`config.mk`:
```
export PLATFORM = sky130hd
export DESIGN_NAME = tcw_ctrl
export DESIGN_NICKNAME = d
export VERILOG_FILES = /design/src/sv/tcw_pkg.sv /design/src/sv/tcw_ctrl.sv
export SDC_FILE = /design/constraint.sdc
export NUM_CORES = 1
export LEC_CHECK = 0
export BUFFER_PORTS_ARGS = -buffer_cell sky130_fd_sc_hd__buf_4
export CAP_MARGIN = 20
export CORE_AREA = 2 2 39 41
export CTS_BUF_LIST = sky130_fd_sc_hd__clkbuf_8
export CTS_CLUSTER_DIAMETER = 150
export CTS_CLUSTER_SIZE = 16
export DETAILED_ROUTE_END_ITERATION = 10
export DIE_AREA = 0 0 41 43
export GPL_TIMING_DRIVEN = 1
export SKIP_LAST_GASP = 1
export SYNTH_ARGS = -nofsm -noshare
export SYNTH_HDL_FRONTEND = slang
export SYNTH_SLANG_ARGS = --single-unit
```
`constraint.sdc`:
```
create_clock -name clk_i -period 1.33 [get_ports clk_i]
set_clock_uncertainty 0.1 [all_clocks]
set_input_delay 0.1995 -clock clk_i [delete_from_list [all_inputs] [get_ports clk_i]]
set_output_delay 0.1995 -clock clk_i [all_outputs]
set_load 0.01 [all_outputs]
```
`src/sv/tcw_pkg.sv`:
```
// Shared types and constants of the text console writer.
`default_nettype none

package tcw_pkg;

  localparam int DEF_COLUMNS = 80;
  localparam int DEF_ROWS    = 25;
  localparam int TAB_STEP    = 4;

  localparam logic [7:0] CH_NEWLINE = 8'd10;
  localparam logic [7:0] CH_TAB     = 8'd9;
  localparam logic [7:0] CH_SPACE   = 8'd32;

  localparam logic [3:0] FG_RESET = 4'h0;
  localparam logic [3:0] BG_RESET = 4'hF;

  // configuration register indexes
  localparam logic CFG_FOREGROUND = 1'b0;
  localparam logic CFG_BACKGROUND = 1'b1;

  typedef enum logic [1:0] {
    MODE_WRITE = 2'd0,
    MODE_CLEAR = 2'd1,
    MODE_READ  = 2'd2,
    MODE_NONE  = 2'd3
  } mode_e;

  typedef struct packed {
    mode_e       mode;
    logic [7:0]  char_code;
    logic [10:0] cell_index;
  } req_t;

  typedef struct packed {
    logic [4:0]  cursor_row;
    logic [6:0]  cursor_column;
    logic [10:0] cursor_offset;
    logic [15:0] cell_value;
    logic        scrolled;
  } rsp_t;

  // controller to datapath
  typedef struct packed {
    logic latch;
    logic put;
    logic clear;
    logic copy;
    logic drain;
    logic fill;
    logic capture;
  } cmd_t;

  // datapath to controller
  typedef struct packed {
    mode_e mode;
    logic  scroll;
    logic  copy_last;
    logic  fill_last;
  } sts_t;

endpackage

`default_nettype wire

```
`src/sv/tcw_ctrl.sv`:
```
// Sequencing state machine of the text console writer.
`default_nettype none

module tcw_ctrl (
  input  wire logic          clk_i,
  input  wire logic          rst_ni,
  input  wire logic          start,
  output logic               busy,
  output logic               done_o,
  input  wire tcw_pkg::sts_t sts_i,
  output tcw_pkg::cmd_t      cmd_o
);

  typedef enum logic [2:0] {
    S_IDLE,
    S_DECODE,
    S_CHECK,
    S_COPY,
    S_DRAIN,
    S_FILL,
    S_FINISH
  } state_e;

  state_e state_q, state_d;
  logic   busy_q, done_q;

  always_comb begin
    state_d = state_q;
    cmd_o   = '0;
    unique case (state_q)
      S_IDLE: begin
        if (start) begin
          cmd_o.latch = 1'b1;
          state_d     = S_DECODE;
        end
      end
      S_DECODE: begin
        unique case (sts_i.mode)
          tcw_pkg::MODE_WRITE: begin
            cmd_o.put = 1'b1;
            state_d   = S_CHECK;
          end
          tcw_pkg::MODE_CLEAR: begin
            cmd_o.clear = 1'b1;
            state_d     = S_FILL;
          end
          tcw_pkg::MODE_READ: state_d = S_FINISH;
          tcw_pkg::MODE_NONE: state_d = S_FINISH;
        endcase
      end
      S_CHECK: begin
        state_d = sts_i.scroll ? S_COPY : S_FINISH;
      end
      S_COPY: begin
        cmd_o.copy = 1'b1;
        if (sts_i.copy_last) state_d = S_DRAIN;
      end
      S_DRAIN: begin
        cmd_o.drain = 1'b1;
        state_d     = S_FILL;
      end
      S_FILL: begin
        cmd_o.fill = 1'b1;
        if (sts_i.fill_last) state_d = S_FINISH;
      end
      S_FINISH: begin
        cmd_o.capture = 1'b1;
        state_d       = S_IDLE;
      end
      default: state_d = S_IDLE;
    endcase
  end

  always_ff @(posedge clk_i or negedge rst_ni) begin
    if (!rst_ni) begin
      state_q <= S_IDLE;
      busy_q  <= 1'b0;
      done_q  <= 1'b0;
    end else begin
      state_q <= state_d;
      busy_q  <= (state_d != S_IDLE);
      done_q  <= (state_q == S_FINISH);
    end
  end

  assign busy   = busy_q;
  assign done_o = done_q;

endmodule

`default_nettype wire

```
==> summary.md, run 1 <==
| Metric | Value |
|---|---|
| Outcome | `finished with violations` |
| Violated checks | `negative setup slack` |
| Die ar. | `~1800 um2` |
| CP endpoint kind | `output port` |
| Maxcap violations | `0` |
| Core Footprint | `between 1000 and 1500 um2` |
| Commonest non-fill, non-tap cells in the layout | `buf_4 (25), buf_6 (6), nand2_1 (4)` |
| Total power | `about 1.6 mW` |
| Maximum number of pins on one net before global-route repair | `8` |
| I/O pins | `17` |
| Post-route ant nets | `0` |
| Avg Inst Size Synth | `~9.4 um2` |
| Synth area leader | `dfrtp_1` |
| Setup CP Type | `reg -> out` |
| First-pass DRT Iterations | `4` |
| Row cnt | `14` |
| R2R setup slack | `-0.02 ns` |
| Largest stage delay, worst path | `about 0.45 ns` |
| FMAX | `0.6517 GHz` |
| Crit-path cells | `nor4b_4, and2_1, buf_4` |
| Detailed-route via count | `between 400 and 500` |
| WP data required | `a little over 1 ns` |
| Ant diodes | `0` |
| Fin crit period | `~1.5 ns` |
| Dpl hpwl | `between 600 and 700 um` |
| Share of cells above drive strength 1 | `0.6338` |
| Grt total ovfl | `0` |
| Post-DR vias/cell | `roughly 4.7` |
| DP Area | `between 500 and 600 um2` |
| Synth area leaders | `dfrtp_1 (35%), nor4b_4 (6.7%), and2_1 (5.3%), a221oi_2 (4.2%), buf_4 (4.2%)` |
| Top-area cell type share of the netlist area | `0.3509` |
| Crit path arrival time | `around 1.2 ns` |
| Final Cycle Share | `1.154` |
| GP Congestion | `roughly 0.76` |
| Layout Nets | `80` |
| Hold path depth | `3` |
| Port Buffer Count | `16` |
| Hold WS | `roughly 0.13 ns` |
| Synth Cell Area | `356.6 um2` |
| Cells after Synth | `38` |
| Final Hold Viols | `0` |
| Synth warn | `0` |
| Antenna violations before repair | `0` |
| Routed WL per cell | `roughly 12 um` |
| Pre-CTS WS | `-0.02707 ns` |
| Worst-path fanout max | `7` |
| Commonest non-fill, non-tap cell in the layout | `buf_4` |
| Worst ir drop on vdd | `0.0009405 V` |
| Worst rel slew slack | `0.8301` |
| Leak | `between 0.3 and 0.4 nW` |
| Vias in the first global route | `around 380` |
| Area grow syn2layout | `92.28%` |
| Max H-tree Level | `1` |
| GRT Overall Usage | `0.1365` |
| Final setup fails | `8` |
| Worst-Margin Slew | `about 0.25 ns` |
| Worst-case clock buffer depth | `2` |
| RSZ-0062 raised after global routing | `true` |
| Slowest cell on the critical path | `dfrtp_2` |
| Final instance area | `685.7 um2` |
| Element type at the critical path start | `flip-flop` |
| Flops & latches, synth | `5` |
| Clock Latency Late Sink | `between 0.2 and 0.25 ns` |
| Clk root buf | `clkbuf_8` |
| Drt initial violations | `12` |
| Initial core utilization | `0.2577` |
| Die width | `41 um` |
| Die height | `~43 um` |
| Setup WS post-layout | `-0.2045 ns` |
| Final wirelength | `roughly 1000 um` |
| Global-route wire length before repair | `~1600 um` |
| Power density over the cells | `roughly 2300 nW/um2` |
| R2R depth | `5` |
| Max Slew Vio Count | `0` |
| DRC violations left | `0` |
| CTS tree | `done` |
| Clock transition at path regs | `~0.04 ns` |
| Sink Count | `5` |
| CTS Buf Count | `3` |
| Sequential share of the synthesized area | `0.3509` |
| Unique masters post-synth | `24` |
| Hold Path Class | `in -> reg` |
| Syn_nets | `between 40 and 50` |
logic make-up (layout without fill, tap and decap cells):
| family | after synthesis | after routing | share of synthesized area |
|---|---|---|---|
| AND/OR/NAND/NOR | 21 | 21 | 0.3895 |
| flip-flops | 5 | 5 | 0.3509 |
| buffers and inverters | 4 | 37 | 0.08419 |
| AO/OA/AOI/OAI | 8 | 8 | 0.1754 |
power breakdown:
group,internal (mW),switching (mW),total [mW],leakage (nW)
Combinational,0.607,0.381,0.988,0.250
Clock,0.198,0.0775,0.276,0.0269
Sequential,0.225,0.0903,0.316,0.0574
area by class of cell:
class	instances	area, um2
fillers	131	698.2
repair buffers	32	265.3
clock inverters	1	3.754
inverters	1	3.754
clock buffers	3	41.29
multi-input cells	29	224.0
well taps	16	20.02
flip-flops and latches	5	127.6
metrics by stage:
stage	TNS, ns	cells	utilization
after floorplan	0	38	-
after global placement	-0.03583	75	0.3834
after detailed placement	-0.05198	75	0.3834
after CTS	-1.076	86	0.4729
after global routing	-1.544	87	0.4955
final	-1.128	87	0.4955
routing by layer:
metal,routed length (um),GRT usage,part of all wire,up-vias
met1,424,0.1640,0.41,197
met5,0,0,0,-
met2,515,0.2094,0.50,13
met4,6,0.04000,0.0059,0
li1,-,-,-,199
met3,75,0.06283,0.073,2
registers in the layout (all words and copies together) (netlist names):
| name | flops |
|---|---|
| busy | 1 |
| done_o | 1 |
| state_q | 3 |
Yosys cell counts:
master,instances
nand2_1,4
or2_1,1
inv_1,1
dfrtp_1,5
a221oi_2,1
o311ai_1,1
o2bb2ai_1,1
buf_6,1
and3b_1,1
o21a_1,1
and3b_2,1
nor2_2,1
nor2_1,3
buf_4,2
nor4b_4,1
and2_1,3
nor3b_1,1
o211ai_1,1
and2b_2,1
o21ai_0,2
nor3_1,1
nand3_1,2
a21oi_1,1
and2_2,1
path summary, 6_finish.rpt:
path | startpoint | end
max | state_q[2] | cmd_o[5]
min | start | state_q[0]
max reg2reg | state_q[2] | state_q[1]
min reg2reg | state_q[2] | busy
max in group asynchronous | rst_ni | state_q[1]
min in group asynchronous | rst_ni | busy
what timing repair did:
item,in CTS,in global routing
hold buffers,1,0
endpoints found under the hold margin,5,0
endpoints found under the setup margin,7,9
buffers inserted,6,1
resized for setup,8,5
pin swaps,3,1
critical path, delay by kind of cell, from the launching register on:
kind / cells / cell delay [ns]
flops: 1 / 0.45
simple gates: 2 / 0.46
buf+inv: 1 / 0.11
(Power assumes the default switching activity.)
==> inputs of run 2 (changes only) <==
- PLACE_DENSITY: unset -> 0.49
==> run 2 against run 1 <==
  * The flow still finishes with violations (negative setup slack)
  * Worst setup slack better by 0.0017 ns
  * Power grew 0.67%
  * First-iteration DRC count decreased by 83%
  * Clock power is 2% higher
  * Cell count rose by 1.1%
  * Critical endpoint is now cmd_o[4]
  * Largest cell class unchanged
  * Die area is the same
==> summary.md, run 2 (synthesized netlist as in run 1, its figures left out) <==
| Metric | Value |
|---|---|
| Outcome | `finished with violations (unchanged)` |
| Violated checks | `negative setup slack (unchanged)` |
| Antenna violations before repair | `0 (unchanged)` |
| Die width | `41 um (unchanged)` |
| Combinational share of power | `0.628 (was 0.626)` |
| Ant diodes | `0 (unchanged)` |
| Die height | `43 um (unchanged)` |
| Final Cycle Share | `1.152 (was 1.154)` |
| CTS Buf Count | `3 (unchanged)` |
| Row cnt | `14 (unchanged)` |
| Hold path depth | `3 (unchanged)` |
| I/O pins | `17 (unchanged)` |
| DRC violations left | `0 (unchanged)` |
| Pre-CTS WS | `-0.01649 ns (was -0.02707 ns)` |
| Die ar. | `1763 um2 (unchanged)` |
| Commonest non-fill, non-tap cells in the layout | `buf_4 (26), buf_6 (6), nand2_1 (4) (was buf_4 (25), buf_6 (6), nand2_1 (4))` |
| Grt total ovfl | `0 (unchanged)` |
| Largest stage delay, worst path | `0.44 ns (was 0.45 ns)` |
| Layout Nets | `81 (was 80)` |
| Area occupied by multi-input gates | `220.2 um2 (was 224.0 um2)` |
| Clock transition at path regs | `0.04 ns (about the same)` |
| Final wirelength | `994 um (was 1022 um)` |
| Crit path arrival time | `1.23 ns (about the same)` |
| Worst rel slew slack | `0.8203 (was 0.8301)` |
| Fillcell total | `135 (was 131)` |
| Max reg flops | `3 (unchanged)` |
| Share of cells above drive strength 1 | `0.6389 (was 0.6338)` |
| Max H-tree Level | `1 (unchanged)` |
| Area grow syn2layout | `93.33% (was 92.28%)` |
| WP data required | `1.03 ns (about the same)` |
| Global-route wire length before repair | `1683 um (was 1587 um)` |
| Fin crit period | `1.533 ns (was 1.534 ns)` |
| Internal power | `1.047 mW (was 1.031 mW)` |
| Hold Path Class | `in -> reg (unchanged)` |
| Hold Path End | `state_q[0] (unchanged)` |
| Hold WS | `0.1309 ns (was 0.1344 ns)` |
| Maxcap violations | `0 (unchanged)` |
| Leak | `0.3403 nW (was 0.3341 nW)` |
| RSZ-0062 raised after global routing | `true (unchanged)` |
| P_sw | `542.5 uW (was 548.4 uW)` |
| Clock Latency Late Sink | `0.23 ns (was 0.22 ns)` |
| Setup WS post-layout | `-0.2027 ns (was -0.2045 ns)` |
| Total power | `1.590 mW (was 1.579 mW)` |
| Largest Register | `state_q (unchanged)` |
| Sink Count | `5 (unchanged)` |
| FMAX | `0.6524 GHz (was 0.6517 GHz)` |
| Maximum number of pins on one net before global-route repair | `6 (was 8)` |
| CTS tree | `done (unchanged)` |
| Post-route ant nets | `0 (unchanged)` |
| Capture point of the worst reg-to-reg path | `state_q[0] (was state_q[1])` |
| Worst ir drop on vdd | `0.0008632 V (was 0.0009405 V)` |
| RR Startpoint | `state_q[2] (unchanged)` |
| Hold_sp | `sts_i[3] (was start)` |
| GP Congestion | `0.7587 (was 0.7628)` |
| Dpl hpwl | `702.7 um (was 696.6 um)` |
| Worst-path fanout max | `5 (was 7)` |
| Detailed-route via count | `394 (was 411)` |
| Post-DR vias/cell | `4.477 (was 4.724)` |
| Vias in the first global route | `392 (was 383)` |
| Core Footprint | `1384 um2 (unchanged)` |
| Sequential share of power | `0.195 (was 0.200)` |
| Flip-flop and latch area | `127.6 um2 (unchanged)` |
| Crit-path cells | `nor4b_4, and2_1, buf_4 (unchanged)` |
| Switching Share | `0.3412 (was 0.3473)` |
| Drt initial violations | `2 (was 12)` |
| GRT Overall Usage | `0.1497 (was 0.1365)` |
| Final setup fails | `8 (unchanged)` |
| Final instance area | `689.4 um2 (was 685.7 um2)` |
| Final Hold Viols | `0 (unchanged)` |
| Worst-case clock buffer depth | `2 (unchanged)` |
| Max Slew Vio Count | `0 (unchanged)` |
| Setup CP Type | `reg -> out (unchanged)` |
| R2R setup slack | `-0.05 ns (was -0.02 ns)` |
| Clk root buf | `clkbuf_8 (unchanged)` |
| Slowest cell on the critical path | `dfrtp_2 (unchanged)` |
| First-pass DRT Iterations | `3 (was 4)` |
| DP Area | `530.5 um2 (unchanged)` |
| CP endpoint kind | `output port (unchanged)` |
| Clk pwr share | `0.177 (was 0.175)` |
| Finished Core Util | `0.4982 (was 0.4955)` |
| Initial core utilization | `0.2577 (unchanged)` |
| Element type at the critical path start | `flip-flop (unchanged)` |
| R2R depth | `4 (was 5)` |
| Routed WL per cell | `11.30 um (was 11.75 um)` |
| Power density over the cells | `2306 nW/um2 (was 2303 nW/um2)` |
| Worst-Margin Slew | `0.2690 ns (was 0.2543 ns)` |
| Port Buffer Count | `16 (unchanged)` |
| Commonest non-fill, non-tap cell in the layout | `buf_4 (unchanged)` |
run 2: changes by cell type in the layout (fill, tap and decap cells not counted), sizes merged:
cell	delta
buf	+1
run 2: metal layers:
layer,part of all wire,vias up,track usage
met2,0.51,12,0.2313
met5,0,-,0
met4,0.021,0,0.08000
met1,0.39,180,0.1645
met3,0.075,2,0.06283
li1,-,200,-
run 2: worst max-delay path, delay by kind of cell, from the launching register on:
kind                   cells  cell delay (ns)
AND/OR/NAND/NOR            2             0.45
flip-flops                 1             0.44
buffers and inverters      1             0.11
run 2: cell type report:
class	instances	share of cell area
clock buffers	3	0.05989
flip-flops and latches	5	0.1851
repair buffers	33	0.3956
clock inverters	1	0.005445
well taps	16	0.02904
multi-input cells	29	0.3194
inverters	1	0.005445
run 2: timing repair:
item,4_1_cts,5_1_grt
endpoints found under the hold margin,5,0
endpoints found under the setup margin,7,9
hold buffers,1,0
pin swaps,5,5
buffers inserted,5,3
gates resized for setup,10,4
run 2: how the worst max path moves through the flow:
stage | endpoint | from | cells after the start | slack [ns]
2_1_floorplan | cmd_o[4] | state_q[2] | 3 | 0.04
3_3_place_gp | cmd_o[4] | state_q[1] | 3 | -0.02
3_5_place_dp | cmd_o[5] | state_q[1] | 3 | -0.02
4_1_cts | cmd_o[4] | state_q[2] | 3 | -0.22
5_1_grt | cmd_o[4] | state_q[2] | 3 | -0.27
6_report | cmd_o[4] | state_q[2] | 3 | -0.20
run 2: through the flow:
step / std cells / TNS [ns]
after floorplan: 38 / 0
after global placement: 75 / -0.04641
after detailed placement: 75 / -0.03292
after CTS: 85 / -1.194
after global routing: 88 / -1.468
final: 88 / -1.039
run 2: power groups by stage:
stage / registers (mW) / clock network [mW] / logic, mW
floorplan: 0.264 / 0 / 0.451
global placement: 0.299 / 0 / 0.717
detailed placement: 0.301 / 0 / 0.705
CTS: 0.306 / 0.288 / 0.904
global route: 0.320 / 0.299 / 1.10
finish: 0.310 / 0.281 / 0.999
